## src/rtl/pooled_ordered_task_list_core_macros.svh

```systemverilog
// Assertion macros used by potl_back.
`ifndef POOLED_ORDERED_TASK_LIST_CORE_MACROS_SVH
`define POOLED_ORDERED_TASK_LIST_CORE_MACROS_SVH
`ifndef SYNTHESIS
`define POTL_ASSERT_IMPLY(lbl, clk, rst_n, ante, cons) \
    lbl: assert property (@(posedge clk) disable iff (!(rst_n)) (ante) |-> (cons)) \
        else $error("assertion failed");
`define POTL_ASSERT_NEXT(lbl, clk, rst_n, ante, cons) \
    lbl: assert property (@(posedge clk) disable iff (!(rst_n)) (ante) |=> (cons)) \
        else $error("assertion failed");
`else
`define POTL_ASSERT_IMPLY(lbl, clk, rst_n, ante, cons)
`define POTL_ASSERT_NEXT(lbl, clk, rst_n, ante, cons)
`endif
`endif

```

## src/rtl/potl_pkg.sv

```systemverilog
package potl_pkg;

    localparam int CODE_W = 8;
    localparam int IDX_W  = 3;

    typedef enum logic [1:0] {
        OP_ADD,
        OP_ADD_BAD,
        OP_DEL,
        OP_DEL_BAD
    } t_op;

    typedef struct packed {
        t_op               op;
        logic [CODE_W-1:0] code;
        logic [CODE_W-1:0] err;
        logic [IDX_W-1:0]  idx;
    } t_cmd;

    typedef enum logic [1:0] {
        ST_IDLE,
        ST_LINK,
        ST_HEAD,
        ST_DONE
    } t_state;

endpackage

```

## src/rtl/potl_ram.sv

```systemverilog
module potl_ram #(
    parameter int WIDTH = 8,
    parameter int DEPTH = 8
) (
    input  logic                     i_clk,
    input  logic                     i_we,
    input  logic [$clog2(DEPTH)-1:0] i_waddr,
    input  logic [WIDTH-1:0]         i_wdata,
    input  logic [$clog2(DEPTH)-1:0] i_raddr,
    output logic [WIDTH-1:0]         o_rdata
);

    logic [WIDTH-1:0] r_mem [DEPTH];
    logic [WIDTH-1:0] r_rdata;

    always_ff @(posedge i_clk) begin
        if (i_we) begin
            r_mem[i_waddr] <= i_wdata;
        end
        r_rdata <= r_mem[i_raddr];
    end

    assign o_rdata = r_rdata;

endmodule

```

## src/rtl/potl_front.sv

```systemverilog
module potl_front #(
    parameter int SLOT_COUNT = 8
) (
    input  logic                          i_valid,
    input  logic                          i_func,
    input  logic [potl_pkg::CODE_W-1:0]   i_task_code,
    input  logic [potl_pkg::CODE_W-1:0]   i_task_error,
    input  logic [potl_pkg::IDX_W-1:0]    i_slot_index,
    output logic                          o_stall,
    input  logic                          i_full,
    output logic                          o_push,
    output potl_pkg::t_cmd                o_cmd
);

    localparam int CW = potl_pkg::IDX_W + 8;

    logic in_range;

    assign in_range = CW'(i_slot_index) < CW'(SLOT_COUNT);

    always_comb begin
        o_cmd.code = i_task_code;
        o_cmd.err  = i_task_error;
        o_cmd.idx  = i_slot_index;
        if (!i_func) begin
            o_cmd.op = (i_task_code == '0) ? potl_pkg::OP_ADD_BAD : potl_pkg::OP_ADD;
        end else begin
            o_cmd.op = in_range ? potl_pkg::OP_DEL : potl_pkg::OP_DEL_BAD;
        end
    end

    assign o_stall = i_full;
    assign o_push  = i_valid && !i_full;

endmodule

```

## src/rtl/potl_fifo.sv

```systemverilog
module potl_fifo (
    input  logic           i_clk,
    input  logic           i_rst_n,
    input  logic           i_push,
    input  potl_pkg::t_cmd i_cmd,
    output logic           o_full,
    output logic           o_valid,
    output potl_pkg::t_cmd o_cmd,
    input  logic           i_pop
);

    potl_pkg::t_cmd r_mem [2];
    logic           r_wptr;
    logic           r_rptr;
    logic [1:0]     r_count;
    logic           n_wptr;
    logic           n_rptr;
    logic [1:0]     n_count;
    logic           do_pop;

    assign o_full  = r_count == 2'd2;
    assign o_valid = r_count != 2'd0;
    assign o_cmd   = r_mem[r_rptr];
    assign do_pop  = i_pop && o_valid;

    always_comb begin
        n_wptr  = r_wptr ^ i_push;
        n_rptr  = r_rptr ^ do_pop;
        n_count = r_count;
        if (i_push && !do_pop) begin
            n_count = r_count + 2'd1;
        end else if (!i_push && do_pop) begin
            n_count = r_count - 2'd1;
        end
    end

    always_ff @(posedge i_clk) begin
        if (!i_rst_n) begin
            r_wptr  <= 1'b0;
            r_rptr  <= 1'b0;
            r_count <= 2'd0;
        end else begin
            r_wptr  <= n_wptr;
            r_rptr  <= n_rptr;
            r_count <= n_count;
        end
    end

    always_ff @(posedge i_clk) begin
        if (i_push) begin
            r_mem[r_wptr] <= i_cmd;
        end
    end

endmodule

```

## src/rtl/potl_back.sv

```systemverilog
module potl_back #(
    parameter int SLOT_COUNT = 8
) (
    input  logic                          i_clk,
    input  logic                          i_rst_n,
    input  logic                          i_q_valid,
    input  potl_pkg::t_cmd                i_q_cmd,
    output logic                          o_q_pop,
    output logic                          o_out_valid,
    input  logic                          i_out_stall,
    output logic                          o_done_ok,
    output logic [potl_pkg::IDX_W-1:0]    o_slot_used,
    output logic                          o_head_valid,
    output logic [potl_pkg::IDX_W-1:0]    o_head_slot,
    output logic [potl_pkg::CODE_W-1:0]   o_head_code,
    output logic [potl_pkg::CODE_W-1:0]   o_head_error
);

    `include "pooled_ordered_task_list_core_macros.svh"

    localparam int IW = $clog2(SLOT_COUNT);
    localparam int EW = 2 * potl_pkg::CODE_W;

    potl_pkg::t_state r_state, n_state;
    potl_pkg::t_cmd   r_cmd, n_cmd;

    logic [SLOT_COUNT-1:0]        r_busy, n_busy;
    logic                         r_head_vld, n_head_vld;
    logic [IW-1:0]                r_head, n_head;
    logic [IW-1:0]                r_tail, n_tail;
    logic [potl_pkg::CODE_W-1:0]  r_head_code, n_head_code;
    logic [potl_pkg::CODE_W-1:0]  r_head_err, n_head_err;
    logic                         r_ok, n_ok;
    logic [potl_pkg::IDX_W-1:0]   r_used, n_used;

    logic                         r_out_vld, n_out_vld;
    logic                         r_out_ok;
    logic [potl_pkg::IDX_W-1:0]   r_out_used;
    logic                         r_out_hvld;
    logic [potl_pkg::IDX_W-1:0]   r_out_hslot;
    logic [potl_pkg::CODE_W-1:0]  r_out_hcode;
    logic [potl_pkg::CODE_W-1:0]  r_out_herr;
    logic                         out_free;

    logic [IW-1:0] free_idx;
    logic          free_any;
    logic [IW-1:0] q_slot;
    logic [IW-1:0] c_slot;
    logic          nx_vld;

    logic          ent_we;
    logic [IW-1:0] ent_waddr;
    logic [EW-1:0] ent_wdata;
    logic [EW-1:0] ent_rdata;
    logic          nxt_we;
    logic [IW-1:0] nxt_waddr;
    logic [IW-1:0] nxt_wdata;
    logic [IW-1:0] nxt_rdata;
    logic          prv_we;
    logic [IW-1:0] prv_waddr;
    logic [IW-1:0] prv_wdata;
    logic [IW-1:0] prv_rdata;

    potl_ram #(.WIDTH(EW), .DEPTH(SLOT_COUNT)) u_entry_ram (
        .i_clk   (i_clk),
        .i_we    (ent_we),
        .i_waddr (ent_waddr),
        .i_wdata (ent_wdata),
        .i_raddr (nxt_rdata),
        .o_rdata (ent_rdata)
    );

    potl_ram #(.WIDTH(IW), .DEPTH(SLOT_COUNT)) u_next_ram (
        .i_clk   (i_clk),
        .i_we    (nxt_we),
        .i_waddr (nxt_waddr),
        .i_wdata (nxt_wdata),
        .i_raddr (q_slot),
        .o_rdata (nxt_rdata)
    );

    potl_ram #(.WIDTH(IW), .DEPTH(SLOT_COUNT)) u_prev_ram (
        .i_clk   (i_clk),
        .i_we    (prv_we),
        .i_waddr (prv_waddr),
        .i_wdata (prv_wdata),
        .i_raddr (q_slot),
        .o_rdata (prv_rdata)
    );

    assign q_slot   = IW'(i_q_cmd.idx);
    assign c_slot   = IW'(r_cmd.idx);
    assign nx_vld   = c_slot != r_tail;
    assign out_free = !r_out_vld || !i_out_stall;
    assign free_any = ~&r_busy;

    always_comb begin
        free_idx = '0;
        for (int i = SLOT_COUNT - 1; i >= 0; i--) begin
            if (!r_busy[i]) begin
                free_idx = IW'(i);
            end
        end
    end

    always_comb begin
        n_state = r_state;
        case (r_state)
            potl_pkg::ST_IDLE: begin
                if (i_q_valid) begin
                    if (i_q_cmd.op == potl_pkg::OP_DEL && r_busy[q_slot]) begin
                        n_state = potl_pkg::ST_LINK;
                    end else begin
                        n_state = potl_pkg::ST_DONE;
                    end
                end
            end
            potl_pkg::ST_LINK: begin
                if (c_slot == r_head && nx_vld) begin
                    n_state = potl_pkg::ST_HEAD;
                end else begin
                    n_state = potl_pkg::ST_DONE;
                end
            end
            potl_pkg::ST_HEAD: begin
                n_state = potl_pkg::ST_DONE;
            end
            potl_pkg::ST_DONE: begin
                if (out_free) begin
                    n_state = potl_pkg::ST_IDLE;
                end
            end
            default: begin
                n_state = potl_pkg::ST_IDLE;
            end
        endcase
    end

    always_comb begin
        n_cmd       = r_cmd;
        n_busy      = r_busy;
        n_head_vld  = r_head_vld;
        n_head      = r_head;
        n_tail      = r_tail;
        n_head_code = r_head_code;
        n_head_err  = r_head_err;
        n_ok        = r_ok;
        n_used      = r_used;
        n_out_vld   = r_out_vld && i_out_stall;
        o_q_pop     = 1'b0;
        ent_we      = 1'b0;
        ent_waddr   = free_idx;
        ent_wdata   = {i_q_cmd.code, i_q_cmd.err};
        nxt_we      = 1'b0;
        nxt_waddr   = r_tail;
        nxt_wdata   = free_idx;
        prv_we      = 1'b0;
        prv_waddr   = free_idx;
        prv_wdata   = r_tail;
        case (r_state)
            potl_pkg::ST_IDLE: begin
                if (i_q_valid) begin
                    o_q_pop = 1'b1;
                    n_cmd   = i_q_cmd;
                    n_ok    = 1'b0;
                    n_used  = '0;
                    case (i_q_cmd.op)
                        potl_pkg::OP_ADD: begin
                            if (free_any) begin
                                ent_we           = 1'b1;
                                n_busy[free_idx] = 1'b1;
                                n_tail           = free_idx;
                                n_ok             = 1'b1;
                                n_used           = potl_pkg::IDX_W'(free_idx);
                                if (r_head_vld) begin
                                    nxt_we = 1'b1;
                                    prv_we = 1'b1;
                                end else begin
                                    n_head_vld  = 1'b1;
                                    n_head      = free_idx;
                                    n_head_code = i_q_cmd.code;
                                    n_head_err  = i_q_cmd.err;
                                end
                            end
                        end
                        potl_pkg::OP_DEL, potl_pkg::OP_DEL_BAD: begin
                            n_used = i_q_cmd.idx;
                        end
                        default: begin
                            n_used = '0;
                        end
                    endcase
                end
            end
            potl_pkg::ST_LINK: begin
                n_busy[c_slot] = 1'b0;
                n_ok           = 1'b1;
                if (c_slot == r_head) begin
                    if (nx_vld) begin
                        n_head = nxt_rdata;
                    end else begin
                        n_head_vld  = 1'b0;
                        n_head_code = '0;
                        n_head_err  = '0;
                    end
                end else if (nx_vld) begin
                    nxt_we    = 1'b1;
                    nxt_waddr = prv_rdata;
                    nxt_wdata = nxt_rdata;
                    prv_we    = 1'b1;
                    prv_waddr = nxt_rdata;
                    prv_wdata = prv_rdata;
                end else begin
                    n_tail = prv_rdata;
                end
            end
            potl_pkg::ST_HEAD: begin
                {n_head_code, n_head_err} = ent_rdata;
            end
            potl_pkg::ST_DONE: begin
                if (out_free) begin
                    n_out_vld = 1'b1;
                end
            end
            default: begin
                n_cmd = r_cmd;
            end
        endcase
    end

    always_ff @(posedge i_clk) begin
        if (!i_rst_n) begin
            r_state    <= potl_pkg::ST_IDLE;
            r_busy     <= '0;
            r_head_vld <= 1'b0;
            r_head     <= '0;
            r_tail     <= '0;
            r_out_vld  <= 1'b0;
        end else begin
            r_state    <= n_state;
            r_busy     <= n_busy;
            r_head_vld <= n_head_vld;
            r_head     <= n_head;
            r_tail     <= n_tail;
            r_out_vld  <= n_out_vld;
        end
    end

    always_ff @(posedge i_clk) begin
        r_cmd       <= n_cmd;
        r_head_code <= n_head_code;
        r_head_err  <= n_head_err;
        r_ok        <= n_ok;
        r_used      <= n_used;
        if (r_state == potl_pkg::ST_DONE && out_free) begin
            r_out_ok    <= r_ok;
            r_out_used  <= r_used;
            r_out_hvld  <= r_head_vld;
            r_out_hslot <= r_head_vld ? potl_pkg::IDX_W'(r_head) : '0;
            r_out_hcode <= r_head_vld ? r_head_code : '0;
            r_out_herr  <= r_head_vld ? r_head_err : '0;
        end
    end

    assign o_out_valid  = r_out_vld;
    assign o_done_ok    = r_out_ok;
    assign o_slot_used  = r_out_used;
    assign o_head_valid = r_out_hvld;
    assign o_head_slot  = r_out_hslot;
    assign o_head_code  = r_out_hcode;
    assign o_head_error = r_out_herr;

    `POTL_ASSERT_IMPLY(a_head_busy, i_clk, i_rst_n, r_head_vld, r_busy[r_head])
    `POTL_ASSERT_IMPLY(a_tail_busy, i_clk, i_rst_n, r_head_vld, r_busy[r_tail])
    `POTL_ASSERT_IMPLY(a_empty_free, i_clk, i_rst_n, !r_head_vld, r_busy == '0)
    `POTL_ASSERT_NEXT(a_done_emits, i_clk, i_rst_n, r_state == potl_pkg::ST_DONE && out_free, r_out_vld)

endmodule

```

## src/rtl/pooled_ordered_task_list_core.sv

```systemverilog
// Ordered task list over a pool of SLOT_COUNT slots.
// Input channel (i_in_valid / o_in_stall): one transaction is an add
// (i_func 0, code and error byte) or a delete of the slot i_slot_index.
// Output channel (o_out_valid / i_out_stall): one result per transaction,
// with the pass flag, the slot used and the head of the list after it.
// Accepted transactions wait in a two-entry queue in front of the list
// sequencer, so input keeps flowing while a result waits on a stall.
// From the queue, adds and rejected commands go from the idle state
// straight to the done state; a delete of a linked slot passes through
// the link state, and a delete of a head with a successor also through
// the head state, which loads the new head's code and error byte.
// The sequencer finishes one transaction before it pops the next from
// the queue; the registered reads of the link memories set its steps.
// A stalled result holds in the output register; the sequencer waits with
// the next result and the queue fills, then o_in_stall rises.
// Synchronous reset empties the list through the slot busy
// bits; the slot memories need no clearing pass.
module pooled_ordered_task_list_core #(
    parameter int SLOT_COUNT = 8
) (
    input  logic                          i_clk,
    input  logic                          i_rst_n,
    input  logic                          i_in_valid,
    output logic                          o_in_stall,
    input  logic                          i_func,
    input  logic [potl_pkg::CODE_W-1:0]   i_task_code,
    input  logic [potl_pkg::CODE_W-1:0]   i_task_error,
    input  logic [potl_pkg::IDX_W-1:0]    i_slot_index,
    output logic                          o_out_valid,
    input  logic                          i_out_stall,
    output logic                          o_done_ok,
    output logic [potl_pkg::IDX_W-1:0]    o_slot_used,
    output logic                          o_head_valid,
    output logic [potl_pkg::IDX_W-1:0]    o_head_slot,
    output logic [potl_pkg::CODE_W-1:0]   o_head_code,
    output logic [potl_pkg::CODE_W-1:0]   o_head_error
);

    logic           q_full;
    logic           q_push;
    potl_pkg::t_cmd f_cmd;
    logic           q_valid;
    potl_pkg::t_cmd q_cmd;
    logic           q_pop;

    potl_front #(.SLOT_COUNT(SLOT_COUNT)) u_front (
        .i_valid      (i_in_valid),
        .i_func       (i_func),
        .i_task_code  (i_task_code),
        .i_task_error (i_task_error),
        .i_slot_index (i_slot_index),
        .o_stall      (o_in_stall),
        .i_full       (q_full),
        .o_push       (q_push),
        .o_cmd        (f_cmd)
    );

    potl_fifo u_fifo (
        .i_clk   (i_clk),
        .i_rst_n (i_rst_n),
        .i_push  (q_push),
        .i_cmd   (f_cmd),
        .o_full  (q_full),
        .o_valid (q_valid),
        .o_cmd   (q_cmd),
        .i_pop   (q_pop)
    );

    potl_back #(.SLOT_COUNT(SLOT_COUNT)) u_back (
        .i_clk        (i_clk),
        .i_rst_n      (i_rst_n),
        .i_q_valid    (q_valid),
        .i_q_cmd      (q_cmd),
        .o_q_pop      (q_pop),
        .o_out_valid  (o_out_valid),
        .i_out_stall  (i_out_stall),
        .o_done_ok    (o_done_ok),
        .o_slot_used  (o_slot_used),
        .o_head_valid (o_head_valid),
        .o_head_slot  (o_head_slot),
        .o_head_code  (o_head_code),
        .o_head_error (o_head_error)
    );

endmodule

```

## config.mk

```make
export PLATFORM = sky130hd
export DESIGN_NAME = pooled_ordered_task_list_core
export DESIGN_NICKNAME = d
export VERILOG_FILES = /design/src/rtl/potl_pkg.sv /design/src/rtl/potl_ram.sv /design/src/rtl/potl_front.sv /design/src/rtl/potl_fifo.sv /design/src/rtl/potl_back.sv /design/src/rtl/pooled_ordered_task_list_core.sv
export VERILOG_INCLUDE_DIRS = /design/src /design/src/rtl
export SDC_FILE = /design/constraint.sdc
export NUM_CORES = 1
export LEC_CHECK = 0
export CAP_MARGIN = 5
export CORE_MARGIN = 10
export CORE_UTILIZATION = 60
export CTS_CLUSTER_SIZE = 14
export DETAILED_ROUTE_END_ITERATION = 7
export DONT_BUFFER_PORTS = 1
export PLACE_DENSITY_LB_ADDON = 0.3
export SLEW_MARGIN = 20
export SYNTH_ARGS = -nofsm -noshare
export SYNTH_HDL_FRONTEND = slang
export SYNTH_HIERARCHICAL = 1
export SYNTH_SLANG_ARGS = --single-unit
```

## constraint.sdc

```tcl
create_clock -name i_clk -period 4.2 [get_ports i_clk]
set_clock_uncertainty 0.05 [all_clocks]
set_input_delay 0.21 -clock i_clk [delete_from_list [all_inputs] [get_ports i_clk]]
set_output_delay 0.21 -clock i_clk [all_outputs]
set_load 0.03 [all_outputs]
```

==> results.json <==
{
  "grt_setup_unrepaired": "no",
  "grt_pass1_vias": 6240,
  "final_nets": 768,
  "via_per_inst": 6.04,
  "fin_crit_ps": 3160,
  "chipHeight_um": 164,
  "postCtsHoldBufs": 22,
  "track_usage": 0.175,
  "routed_wirelength_um": 23400,
  "worstHoldEndpoint": "u_back/r_state[1]",
  "grtUsageMet2": 0.270,
  "slew_violations": 0,
  "clkTransAtPathRegs_ps": 60,
  "synthCells": 716,
  "hpwl_um": 14300,
  "cts.repair.resized": 0,
  "gp_congestion": 0.845,
  "synthToLayoutAreaGrowth_pct": 11.1,
  "final_layout_size_suffix_gt1_frac": 0.164,
  "cts_tree": "done",
  "postLayoutSetupSlackWorst_ps": 1040,
  "synth_edf_count": 265,
  "hold_class": "input port to register",
  "reg2reg_depth": 7,
  "setup-tns-final_ps": 0,
  "leakagePower_nw": 4.68,
  "io_buffers": 0,
  "place_area_um2": 12600,
  "timing_hold_violations_final": 0,
  "fp.dieArea_um2": 26900,
  "cts_buffer_depth": 3,
  "clk_latency_ps": 550,
  "seq_area_frac_synth": 0.713,
  "grt.met3_usage": 0.0395,
  "gr-usage-met1": 0.251,
  "start_util": 0.612,
  "core_area_um2": 20300,
  "ys_types": 59,
  "crit_chain": "inv_1 > ha_1 > inv_2 > nor3b_4 > mux2_2 > nand2b_1 > nor3_1",
  "outcome": "complete, no violations",
  "design_area_um2": 13800,
  "regToRegStartpoint": "u_back/r_state[1]",
  "postSynthAreaPerCell_um2": 17.3,
  "cap_viol_max_count": 0,
  "crit_fanout": 17,
  "ir_worst_vdd_mv": 0.575,
  "critical_path_class": "register to register",
  "synth_nets": 747,
  "firstDrtPassIters": 5,
  "ys_warn_count": 6,
  "setup_viol": 0,
  "rows": 52,
  "ctsRootBufferMaster": "clkbuf_16",
  "routedWlPerCell_um": 22.7,
  "timing.final.crit_share": 0.752,
  "dp_slack_ps": 1140,
  "min_from": "i_out_stall",
  "crit_path_top_delay_cell": "ha_1",
  "drt_iter0_drc": 601,
  "critPathLaunchType": "register",
  "cp_slowest_stage_delay_ps": 560,
  "synth_area_um2": 12400,
  "pin_count": 50,
  "vias": 6223,
  "postCtsSetupRepairBufs": 0,
  "cts.sinks": 310,
  "worst-r2r-setup-slack_ps": 1040,
  "htreeDepth": 1,
  "r2r_end": "u_back/u_prev_ram/r_mem[0][2]",
  "grt_start_max_net_pins": 35,
  "antenna_found_initial": 0,
  "endpoint_kind": "register",
  "min_path_cells": 3,
  "grt_pass1_wl_um": 36300,
  "grt_busiest_layer": "met2",
  "final_core_utilization": 0.680,
  "ys.flop_type": "edfxtp_1",
  "antenna_cells": 0,
  "required_ps": 4340,
  "ys_seq_elements": 310,
  "grt.overflow.total": 0,
  "ant_nets": 0,
  "critPathArrivalTime_ps": 3300,
  "numCtsBuffers": 30,
  "slew-limit-headroom": 0.267,
  "tightest_slew_ps": 1100,
  "fp.dieW_um": 164,
  "cellPowerDensity_nw_per_um2": 675,
  "drc": 0,
  "async_reset_ff_frac": 0,
  "max_freq_ghz": 0.317
}
-- sequential cells by signal (all words and copies together), names as in the netlist, 8 cells and up, named ones only --
name and count:
u_back/o_head_code 8, u_back/o_head_error 8, u_back/r_busy 8, u_back/r_head_code 8, u_back/r_head_err 8, u_back/u_entry_ram/o_rdata 16, u_back/u_entry_ram/r_mem 128, u_back/u_next_ram/r_mem 24
u_back/u_prev_ram/r_mem 24, u_fifo/r_mem 42
-- cell type report --
class | count | area, um2
clock buffers | 40 | 850
clock inverters | 16 | 159
fillers | 1338 | 6500
inverters | 27 | 101
multi-input cells | 333 | 3180
flip-flops and latches | 310 | 8860
well taps | 270 | 338
repair buffers | 35 | 320
-- cell usage in the layout, fill, tap and decap left out, types with 5 or more instances in the layout --
| cell type | instances |
|---|---|
| nor3_1 | 9 |
| o21ai_1 | 6 |
| mux2_2 | 48 |
| dfxtp_1 | 44 |
| clkinv_1 | 6 |
| nand3_1 | 5 |
| dlygate4sd3_1 | 23 |
| nand2b_1 | 12 |
| nor2_1 | 27 |
| mux4_1 | 40 |
| a21oi_1 | 18 |
| nand2_1 | 42 |
| nor2b_1 | 6 |
| edfxtp_1 | 265 |
| a311oi_1 | 8 |
| inv_1 | 25 |
| xnor2_1 | 5 |
| clkbuf_16 | 31 |
| ha_1 | 7 |
| buf_4 | 12 |
| o21ai_0 | 26 |
| clkbuf_1 | 5 |
| and2_1 | 23 |
-- synthesized netlist by cell type (6+ instances only) --
| library cell | instances | area, um2 |
|---|---|---|
| a21oi_1 | 18 | 90.1 |
| a311oi_1 | 8 | 70.1 |
| and2_1 | 23 | 144 |
| buf_2 | 7 | 35.0 |
| buf_4 | 21 | 158 |
| buf_6 | 6 | 67.6 |
| clkbuf_1 | 6 | 22.5 |
| dfxtp_1 | 45 | 901 |
| edfxtp_1 | 265 | 7960 |
| ha_1 | 7 | 87.6 |
| inv_1 | 25 | 93.8 |
| mux2_2 | 48 | 541 |
| mux4_1 | 40 | 1050 |
| nand2_1 | 42 | 158 |
| nand2b_1 | 12 | 75.1 |
| nor2_1 | 27 | 101 |
| nor2b_1 | 6 | 37.5 |
| nor3_1 | 11 | 55.1 |
| o21ai_0 | 27 | 135 |
-- power by group --
part / total (mW) / internal, mW / switching (mW) / leakage, nW
combinational: 2.20 / 0.916 / 1.28 / 1.39
clock: 2.69 / 1.60 / 1.09 / 0.490
sequential: 4.43 / 4.11 / 0.329 / 2.80
-- critical path, delay by kind of cell (launching register included) --
family | cells | cell delay (ps)
simple gates | 3 | 1050
fa+ha+maj | 1 | 560
mux | 1 | 480
flops | 1 | 350
buf+inv | 2 | 290
-- worst max-delay path by stage --
stage | startpoint | end | slack, ps | cells past startpoint
final | u_back/r_state[1] | u_back/u_prev_ram/r_mem[0][2] | 1040 | 7
after floorplan | register | u_back/u_entry_ram/r_mem[0][0] | 1070 | 7
after global routing | u_back/r_state[1] | u_back/u_prev_ram/r_mem[0][1] | 810 | 7
after CTS | u_back/r_state[1] | u_back/u_prev_ram/r_mem[0][1] | 1050 | 7
after global placement | u_back/r_state[1] | u_back/u_prev_ram/r_mem[2][0] | 1200 | 7
after detailed placement | u_back/r_state[1] | u_back/u_next_ram/r_mem[0][1] | 1140 | 7
-- cell families after synthesis --
group / synth area share
adder cells (fa/ha/maj): 0.00705
AO/OA/AOI/OAI: 0.0428
buffers and inverters: 0.0328
flip-flops: 0.713
XOR/XNOR: 0.00635
multiplexers: 0.137
AND/OR/NAND/NOR: 0.0607
-- layer usage --
metal	part of all wire	vias to the layer above
met5	0	-
met4	0.015	0
met3	0.072	32
met2	0.46	258
met1	0.45	3115
li1	-	2818
-- per-stage QoR --
step                      hold slack [ps]  total power, mW  instances
final                                70.3             9.32       1031
after global routing                 91.1             9.74       1031
after CTS                            37.2             9.36       1030
after detailed placement              259             6.64        952
after global placement                259             6.56        952
after floorplan                       282             6.07        716
Note: power is estimated with default switching activity, not from simulation.
